[src/wsi_pkg.sv]
// ----------------------------------------------------------------------------
// wsi_pkg: shared types and constants of the waypoint smoothstep interpolator
// Holds the payload structs, the segment job passed from front to back, and
// fixed-point constants.
// ----------------------------------------------------------------------------
package wsi_pkg;

    localparam int unsigned POS_W  = 32;
    localparam int unsigned QUAT_W = 16;
    localparam int unsigned T_W    = 17;          // t in 0..65536
    localparam logic [31:0] RES_RESET = 32'd13107;
    localparam logic signed [15:0] QUAT_ONE = 16'sd16384;

    typedef struct packed {
        logic                     path_start;
        logic signed [31:0]       way_x;
        logic signed [31:0]       way_y;
        logic signed [31:0]       way_z;
        logic signed [15:0]       way_qx;
        logic signed [15:0]       way_qy;
        logic signed [15:0]       way_qz;
        logic signed [15:0]       way_qw;
    } t_way;

    typedef struct packed {
        logic signed [31:0]       out_x;
        logic signed [31:0]       out_y;
        logic signed [31:0]       out_z;
        logic signed [15:0]       out_qx;
        logic signed [15:0]       out_qy;
        logic signed [15:0]       out_qz;
        logic signed [15:0]       out_qw;
        logic                     segment_last;
    } t_pose;

    // Segment job: both endpoints and the step count
    typedef struct packed {
        logic signed [31:0]       ax;
        logic signed [31:0]       ay;
        logic signed [31:0]       az;
        logic signed [15:0]       aqx;
        logic signed [15:0]       aqy;
        logic signed [15:0]       aqz;
        logic signed [15:0]       aqw;
        logic signed [31:0]       bx;
        logic signed [31:0]       by;
        logic signed [31:0]       bz;
        logic signed [15:0]       bqx;
        logic signed [15:0]       bqy;
        logic signed [15:0]       bqz;
        logic signed [15:0]       bqw;
        logic [5:0]               count;
    } t_job;

endpackage

[src/wsi_queue.sv]
// ----------------------------------------------------------------------------
// wsi_queue: two-entry job queue
// Decouples the intake from the pose generator.
// ----------------------------------------------------------------------------
module wsi_queue (
    input  logic          i_clk,
    input  logic          i_rst_n,
    input  logic          i_valid,
    output logic          o_ready,
    input  wsi_pkg::t_job i_data,
    output logic          o_valid,
    input  logic          i_ready,
    output wsi_pkg::t_job o_data
);
    wsi_pkg::t_job r_mem [2];
    logic          r_wp, r_rp;
    logic [1:0]    r_cnt;
    logic          w_push, w_pop;

    assign o_ready = (r_cnt != 2'd2);
    assign o_valid = (r_cnt != 2'd0);
    assign o_data  = r_mem[r_rp];
    assign w_push  = i_valid && o_ready;
    assign w_pop   = o_valid && i_ready;

    // Store on push, advance pointers
    always_ff @(posedge i_clk) begin
        if (w_push) r_mem[r_wp] <= i_data;
    end

    always_ff @(posedge i_clk) begin
        if (!i_rst_n) begin
            r_wp <= 1'b0; r_rp <= 1'b0; r_cnt <= 2'd0;
        end else begin
            if (w_push) r_wp <= ~r_wp;
            if (w_pop)  r_rp <= ~r_rp;
            r_cnt <= r_cnt + 2'(w_push) - 2'(w_pop);
        end
    end

    assert property (@(posedge i_clk) disable iff (!i_rst_n) r_cnt <= 2'd2)
        else $error("queue overflow");
    assert property (@(posedge i_clk) disable iff (!i_rst_n)
        (w_push && !w_pop) |=> (r_cnt == $past(r_cnt) + 2'd1))
        else $error("queue count slip");
    assert property (@(posedge i_clk) disable iff (!i_rst_n)
        (r_cnt == 2'd0) |-> (r_wp == r_rp))
        else $error("queue pointers differ when empty");

endmodule

[config.mk]
export PLATFORM = sky130hd
export DESIGN_NAME = wsi_queue
export DESIGN_NICKNAME = d
export VERILOG_FILES = /design/src/wsi_pkg.sv /design/src/wsi_queue.sv
export SDC_FILE = /design/constraint.sdc
export NUM_CORES = 1
export LEC_CHECK = 0
export ABC_AREA = 1
export BUFFER_PORTS_ARGS = -buffer_cell sky130_fd_sc_hd__buf_4
export CAP_MARGIN = 20
export CORE_AREA = 10 10 248 250
export CTS_BUF_LIST = sky130_fd_sc_hd__clkbuf_16
export DETAILED_ROUTE_END_ITERATION = 12
export DIE_AREA = 0 0 258 260
export PLACE_DENSITY = 0.67
export SYNTH_ARGS = -nofsm -noshare
export SYNTH_HDL_FRONTEND = slang
export SYNTH_SLANG_ARGS = --single-unit
[constraint.sdc]
create_clock -name i_clk -period 18.7 [get_ports i_clk]
set_input_delay 2.805 -clock i_clk [delete_from_list [all_inputs] [get_ports i_clk]]
set_output_delay 2.805 -clock i_clk [all_outputs]
set_load 0.1 [all_outputs]
==> results of run 1 <==
[registers in the layout (all words and copies together), names as in the netlist, named ones only]
signal and count:
r_cnt 2, r_wp 1, r_rp 1, r_mem 652
[metal layers]
metal / vias to the layer above / part of all wire, %
met5: - / 0.15
met4: 12 / 2.4
met3: 102 / 10
met2: 485 / 53
met1: 6210 / 35
li1: 5624 / -
[worst max-delay path by stage]
stage / start / to / slack (ns) / cells after the start
after CTS: flop / o_data[13] / 11.45 / 4
after floorplan: i_valid / r_mem[0][0] / 1.25 / 2
after global routing: flop / o_data[3] / 11.62 / 5
final: flop / o_data[94] / 11.84 / 5
after detailed placement: flop / o_data[13] / 12.09 / 4
after global placement: flop / o_data[40] / 12.11 / 4
[critical path, stage by stage, from the launching register on]
cell and delay, ns:
dfxtp_4 0.64, buf_16 0.31, buf_4 0.80, buf_4 0.89, mux2_2 0.43, buf_4 0.23
[cell usage after synthesis]
library cell	instances	share of area (%)
buf_6	16	0.74
nor2_1	8	0.12
nand3_1	3	0.062
buf_4	1	0.031
mux2_4	140	8.7
a21oi_1	2	0.041
inv_1	7	0.11
dfxtp_1	5	0.41
edfxtp_1	652	81
nand2_1	9	0.14
ha_1	2	0.10
buf_2	19	0.39
mux2_2	186	8.6
[power breakdown]
| part | switching, uW | internal (uW) |
|---|---|---|
| sequential | 53.7 | 1870 |
| combinational | 1990 | 589 |
| clock | 541 | 744 |
| total | 2590 | 3200 |
[final cells by class]
cell class / instances / area, sq um / share of cell area, %
well taps: 756 / 946 / 2.93
multi-input cells: 350 / 4320 / 13.4
flip-flops and latches: 657 / 19700 / 61.1
inverters: 7 / 33.8 / 0.105
diodes: 11 / 27.5 / 0.0854
clock buffers: 74 / 1850 / 5.74
repair buffers: 669 / 5070 / 15.7
clock inverters: 52 / 310 / 0.963
[logic make-up after synthesis]
kind of cell               count (synthesis)
DFF                                      657
AOI/OAI and AO/OA                          2
and+or+nand+nor                           20
adders and majority gates                  2
muxes                                    326
buffers and inverters                     43
[metrics by stage]
stage	hold WS [ns]	power [uW]	utilization, %	worst slack, ns
floorplan	0.467	4110	-	1.25
global placement	0.485	4530	53.3	12.11
detailed placement	0.500	4550	53.3	12.09
CTS	0.516	5850	57.2	11.45
global route	0.555	5970	57.3	11.62
finish	0.518	5780	57.3	11.84
==> impl_metrics.yaml, run 1 <==
logic_synthesis:
  yosysWarningCount: 0
  ys_ff_latch: 657
  synth_cells: 1050
  synth_xor_area_share_pct: 0
  synth_cell_types: 13
  synth_top_family_by_area: "multiplexers"
  syn_avg_cell_area_sq_um: 23.1
  yosysSeqAreaShare_pct: 81.0
  synthMuxAreaShare_pct: 17.3
  synth-compound-area-share_pct: 0.0412
  syn-cell-area_sq_um: 24300
  synthAdderAreaFrac_pct: 0.103
  synth_nets: 1382
  synthSimpleGateAreaFrac_pct: 0.324
power_and_ir_drop:
  power.density_nw_per_um2: 179
  p_leak_uw: 0.0123
  vdd.ir_drop.worst_mv: 0.130
hold_path:
  hold_path_startpoint: "r_rp"
  whs_endpoint: "r_rp"
  hp-class: "flop to flop"
  hold_path_depth: 2
setup_path:
  critical_path_class: "flop to output port"
  crit_fanout: 64
  critPathLaunchType: "flop"
  end_kind: "output port"
  r2r_setup_slack_ns: 14.95
  timing.rr.end: "r_mem[1][232]"
  reg2reg_from: "r_cnt[0]"
  critPathArrivalTime_ns: 4.06
  cp.required_ns: 15.89
  rr_worst_depth: 6
global_routing:
  grt.met2_usage_pct: 30.5
  met3_usage_pct: 8.20
  busiest_layer: "met2"
  grt_max_degree: 164
  antenna_found_initial: 17
  grt_pass1_vias: 13308
  overflow: 0
  grt_pass1_wl_mm: 87.2
  grt_util_met1_pct: 18.3
  grtUsageTotal_pct: 17.6
finish:
  area_delta_synth_final_pct: 32.7
  nFillCells: 4319
  fin_nets: 2088
  final_cells: 2576
  mostFrequentLayoutCells: "buf_4, edfxtp_1, mux2_2"
  layout-drive-gt1-share_pct: 60.7
  layout_commonest_cell: "buf_4"
  design_area_sq_um: 32200
drt:
  vias_per_cell: 4.83
  wl_per_cell_um: 24.0
  drtIter0Drc: 811
  route.detailed.drc: 0
  wl_mm: 61.8
  ant_nets: 0
  drtPass1Iterations: 4
  vias: 12433
timing:
  max_freq_mhz: 146
  period_needed_ns: 6.86
  tightestPinTransition_ns: 1.08
  fin_tns_setup_ns: 0
  slew_viol_final: 0
  slew_headroom_pct: 28.1
  hold_violations: 0
  fin_skew_ns: 0.0127
  rsz0062_at_grt: "false"
  setup_viol: 0
  period_share_pct: 36.7
clocking:
  clock_latency_ns: 0.58
  max-clock-path-buffers: 3
  cts_hold_buf: 0
  clockRootBuffer: "clkbuf_16"
  cts_resized: 0
  cts-buffers-inserted: 71
  cts_setup_buffers: 0
  clk_pin_slew_ns: 0.05
  cts_tree: "done"
  cts_num_sinks: 657
  htreeDepth: 3
place:
  dp_hpwl_mm: 44.6
  io_buffers: 657
  post-place-cells: 2438
  gp_congestion: 0.784
  dpl-instance-area_sq_um: 30000
die:
  fp.coreArea_sq_um: 56300
  die_w_um: 258
  die_h_um: 260
  fp.dieArea_sq_um: 67100
  io_pins: 658
  start_util_pct: 43.2
  rows: 87
run_status:
  status: "complete, no violations"
run:
  cap_violations: 0
Power figures use the tool's default switching activity.
==> run 2: changes to the inputs <==
Settings changed: ABC_AREA 1 to 0, CORE_AREA 10 10 248 250 to 10 10 246 248, DIE_AREA 0 0 258 260 to 0 0 256 258, PLACE_DENSITY 0.67 to 0.7.
Clock period 18.7 ns to 6 ns, I/O delays scaled along.
==> run 2 against run 1 <==
Net effect:
- synthesized area is essentially flat
- routed wire length shrank 1.7%
- via count shrank 0.62%
- highest routed layer unchanged
- flip-flop and latch count is the same
- clock power grew to 3.0 times the previous value
- utilization grew 0.53 points
- combinational power grew to 3.2 times the previous value
- die area shrank 1.5%
==> impl_metrics.yaml, run 2 <==
run_status:
  status: "complete, no violations"
drt:
  vias_per_cell: 4.83
  drtIter0Drc: 779
  wl_mm: 60.8
  vias: 12356
  ant_nets: 0
  wl_per_cell_um: 23.8
  route.detailed.drc: 0
  drtPass1Iterations: 4
logic_synthesis:
  synth_top_cell_by_area: "edfxtp_1"
  synth-edff-count: 652
  yosysMostFrequentCell: "edfxtp_1"
  yosysSeqAreaShare_pct: 81.0
  synth_ff_type: "edfxtp_1"
  synth_cells: 1038
  synth_common_cells: "edfxtp_1, mux2_2, mux2_4"
  synth_cell_types: 19
  synth_top_cell_area_share_pct: 80.6
  syn_avg_cell_area_sq_um: 23.4
  ys_ff_latch: 657
  synth_async_sr_flop_share_pct: 0
  syn-cell-area_sq_um: 24300
  yosysWarningCount: 0
  synth_nets: 1370
  synth.top_cells.by_area: "edfxtp_1, mux2_4, mux2_2, buf_6, dfxtp_1"
power_and_ir_drop:
  p_sw_share_pct: 45.1
  comb_power_share_pct: 45.4
  p_sw_uw: 8120
  power.density_nw_per_um2: 559
  power_frac_clock_pct: 21.4
  p_seq_share_pct: 33.2
  p_int_uw: 9880
  vdd.ir_drop.worst_mv: 0.498
  p_leak_uw: 0.0122
clocking:
  cts-buffers-inserted: 68
  clk_pin_slew_ns: 0.06
  cts_resized: 0
  clockRootBuffer: "clkbuf_16"
  cts_setup_buffers: 0
  max-clock-path-buffers: 3
  clock_latency_ns: 0.59
  cts_hold_buf: 0
  cts_num_sinks: 657
  cts_tree: "done"
  htreeDepth: 3
die:
  fp.coreArea_sq_um: 55700
  fp.dieArea_sq_um: 66000
  rows: 87
  die_w_um: 256
  start_util_pct: 43.6
  die_h_um: 258
  io_pins: 658
finish:
  mostFrequentLayoutCells: "buf_4, edfxtp_1, mux2_2"
  largest_register: "r_mem"
  top_regs: "r_mem: 652 flops, r_cnt: 2 flops"
  largest_register_ffs: 652
  layout_commonest_cell: "buf_4"
  final_cells: 2557
  fin_nets: 2076
  layout-drive-gt1-share_pct: 60.9
  area_delta_synth_final_pct: 32.6
setup_path:
  r2r_setup_slack_ns: 3.66
  path_cells: "buf_4, mux2_2, buf_4"
  critPathLaunchType: "flop"
  crit_top_cell: "buf_4"
  slowest_stage: "dfxtp_4"
  critical_path_class: "flop to output port"
  end_kind: "output port"
  cp.required_ns: 5.10
  rr_worst_depth: 5
  crit_fanout: 57
  timing.rr.end: "r_mem[0][166]"
  critPathTopFamily: "flip-flops"
  cp_num_buf_inv: 2
  slowest_delay_ns: 0.93
  reg2reg_from: "r_cnt[0]"
  critPathArrivalTime_ns: 2.84
timing:
  slew_viol_final: 0
  period_share_pct: 62.3
  rsz0062_at_grt: "false"
  slew_headroom_pct: 19.8
  period_needed_ns: 3.74
  fin_skew_ns: 0.0171
  setup_viol: 0
  whs_ns: 0.488
  fin_tns_setup_ns: 0
  hold_violations: 0
  max_freq_mhz: 267
  tightestPinTransition_ns: 1.20
hold_path:
  hold_path_startpoint: "i_data[85]"
  whs_endpoint: "r_mem[0][85]"
  hold_path_depth: 1
  hp-class: "input port to flop"
run:
  cap_violations: 0
global_routing:
  grt_max_degree: 175
  antenna_found_initial: 11
  grtUsageTotal_pct: 17.6
  grt_pass1_vias: 13467
  overflow: 0
  grt_pass1_wl_mm: 86.3
place:
  post-place-cells: 2430
  io_buffers: 657
  gp_congestion: 0.872
  dp_hpwl_mm: 43.9
## run 2: cell count changes after synthesis, sizes merged, moves of 2 or more
cell	before	now
a21oi	2	0
and2	0	2
inv	7	1
nand2	9	2
nand2b	0	2
nand3	3	0
nor2	8	1
nor2b	0	2
xnor2	0	3
## run 2: cell families (layout without fill, tap and decap cells)
group                    count (synthesis)  after routing  synth area share (%)
multiplexers                           327            327                  17.3
flip-flops                             657            657                  81.0
AND/OR/NAND/NOR                         11             11                 0.252
AO/OA/AOI/OAI                            1              1                0.0309
buffers and inverters                   37            793                  1.18
XOR/XNOR                                 3              3                 0.108
other                                    0              7                     0
adder cells (fa/ha/maj)                  2              2                 0.103
## run 2: stage by stage
step                cell area, sq um  utilization (%)  total power [uW]  worst slack, ns
floorplan                      24300                -             12700           -0.197
detailed placement             30100             54.1             14300             2.84
finish                         32200             57.8             18000             2.26
global route                   32200             57.8             18600             2.09
global placement               30100             54.1             14200             2.89
CTS                            32200             57.8             18200             2.19
## run 2: worst max-delay path by stage
| stage | from | cells past startpoint | to | slack (ns) |
|---|---|---|---|---|
| floorplan | i_valid | 2 | r_mem[0][0] | -0.20 |
| global placement | flop | 3 | o_data[72] | 2.89 |
| detailed placement | flop | 3 | o_data[168] | 2.84 |
| CTS | flop | 3 | o_data[165] | 2.19 |
| global route | flop | 3 | o_data[171] | 2.09 |
| finish | flop | 3 | o_data[165] | 2.26 |
## run 2: area by class of cell
type	count	area (sq um)
fill	4210	23500
sequential	657	19700
timing repair buffer	672	5130
multi-input combinational	344	4360
clock buffer	70	1750
tap	756	946
clock inverter	50	323
antenna	7	17.5
inverter	1	3.75
## run 2: worst reg2reg max path: stages, from the launching register on
cell      delay [ns]
dfxtp_1         0.36
nand2b_4        0.18
nand2_8         0.07
nor2_4          0.47
buf_12          0.35
buf_4           0.53
## run 2: metal layers
layer | track usage (%) | part of all wire (%) | up-vias | wire [um]
met4 | 7.62 | 3.3 | 6 | 1980
met5 | 0 | 0.074 | - | 45
met3 | 7.39 | 9.2 | 116 | 5620
met1 | 17.3 | 33 | 6176 | 20300
met2 | 31.9 | 54 | 481 | 32800
li1 | - | - | 5577 | -
## run 2: power groups by stage
stage                     Clock (uW)  Combinational [uW]  Sequential, uW
final                           3860                8170            5970
after global routing            4160                8380            6020
after CTS                       3980                8240            5980
after detailed placement           0                8230            6070
after global placement             0                8200            6040
after floorplan                    0                6630            6060
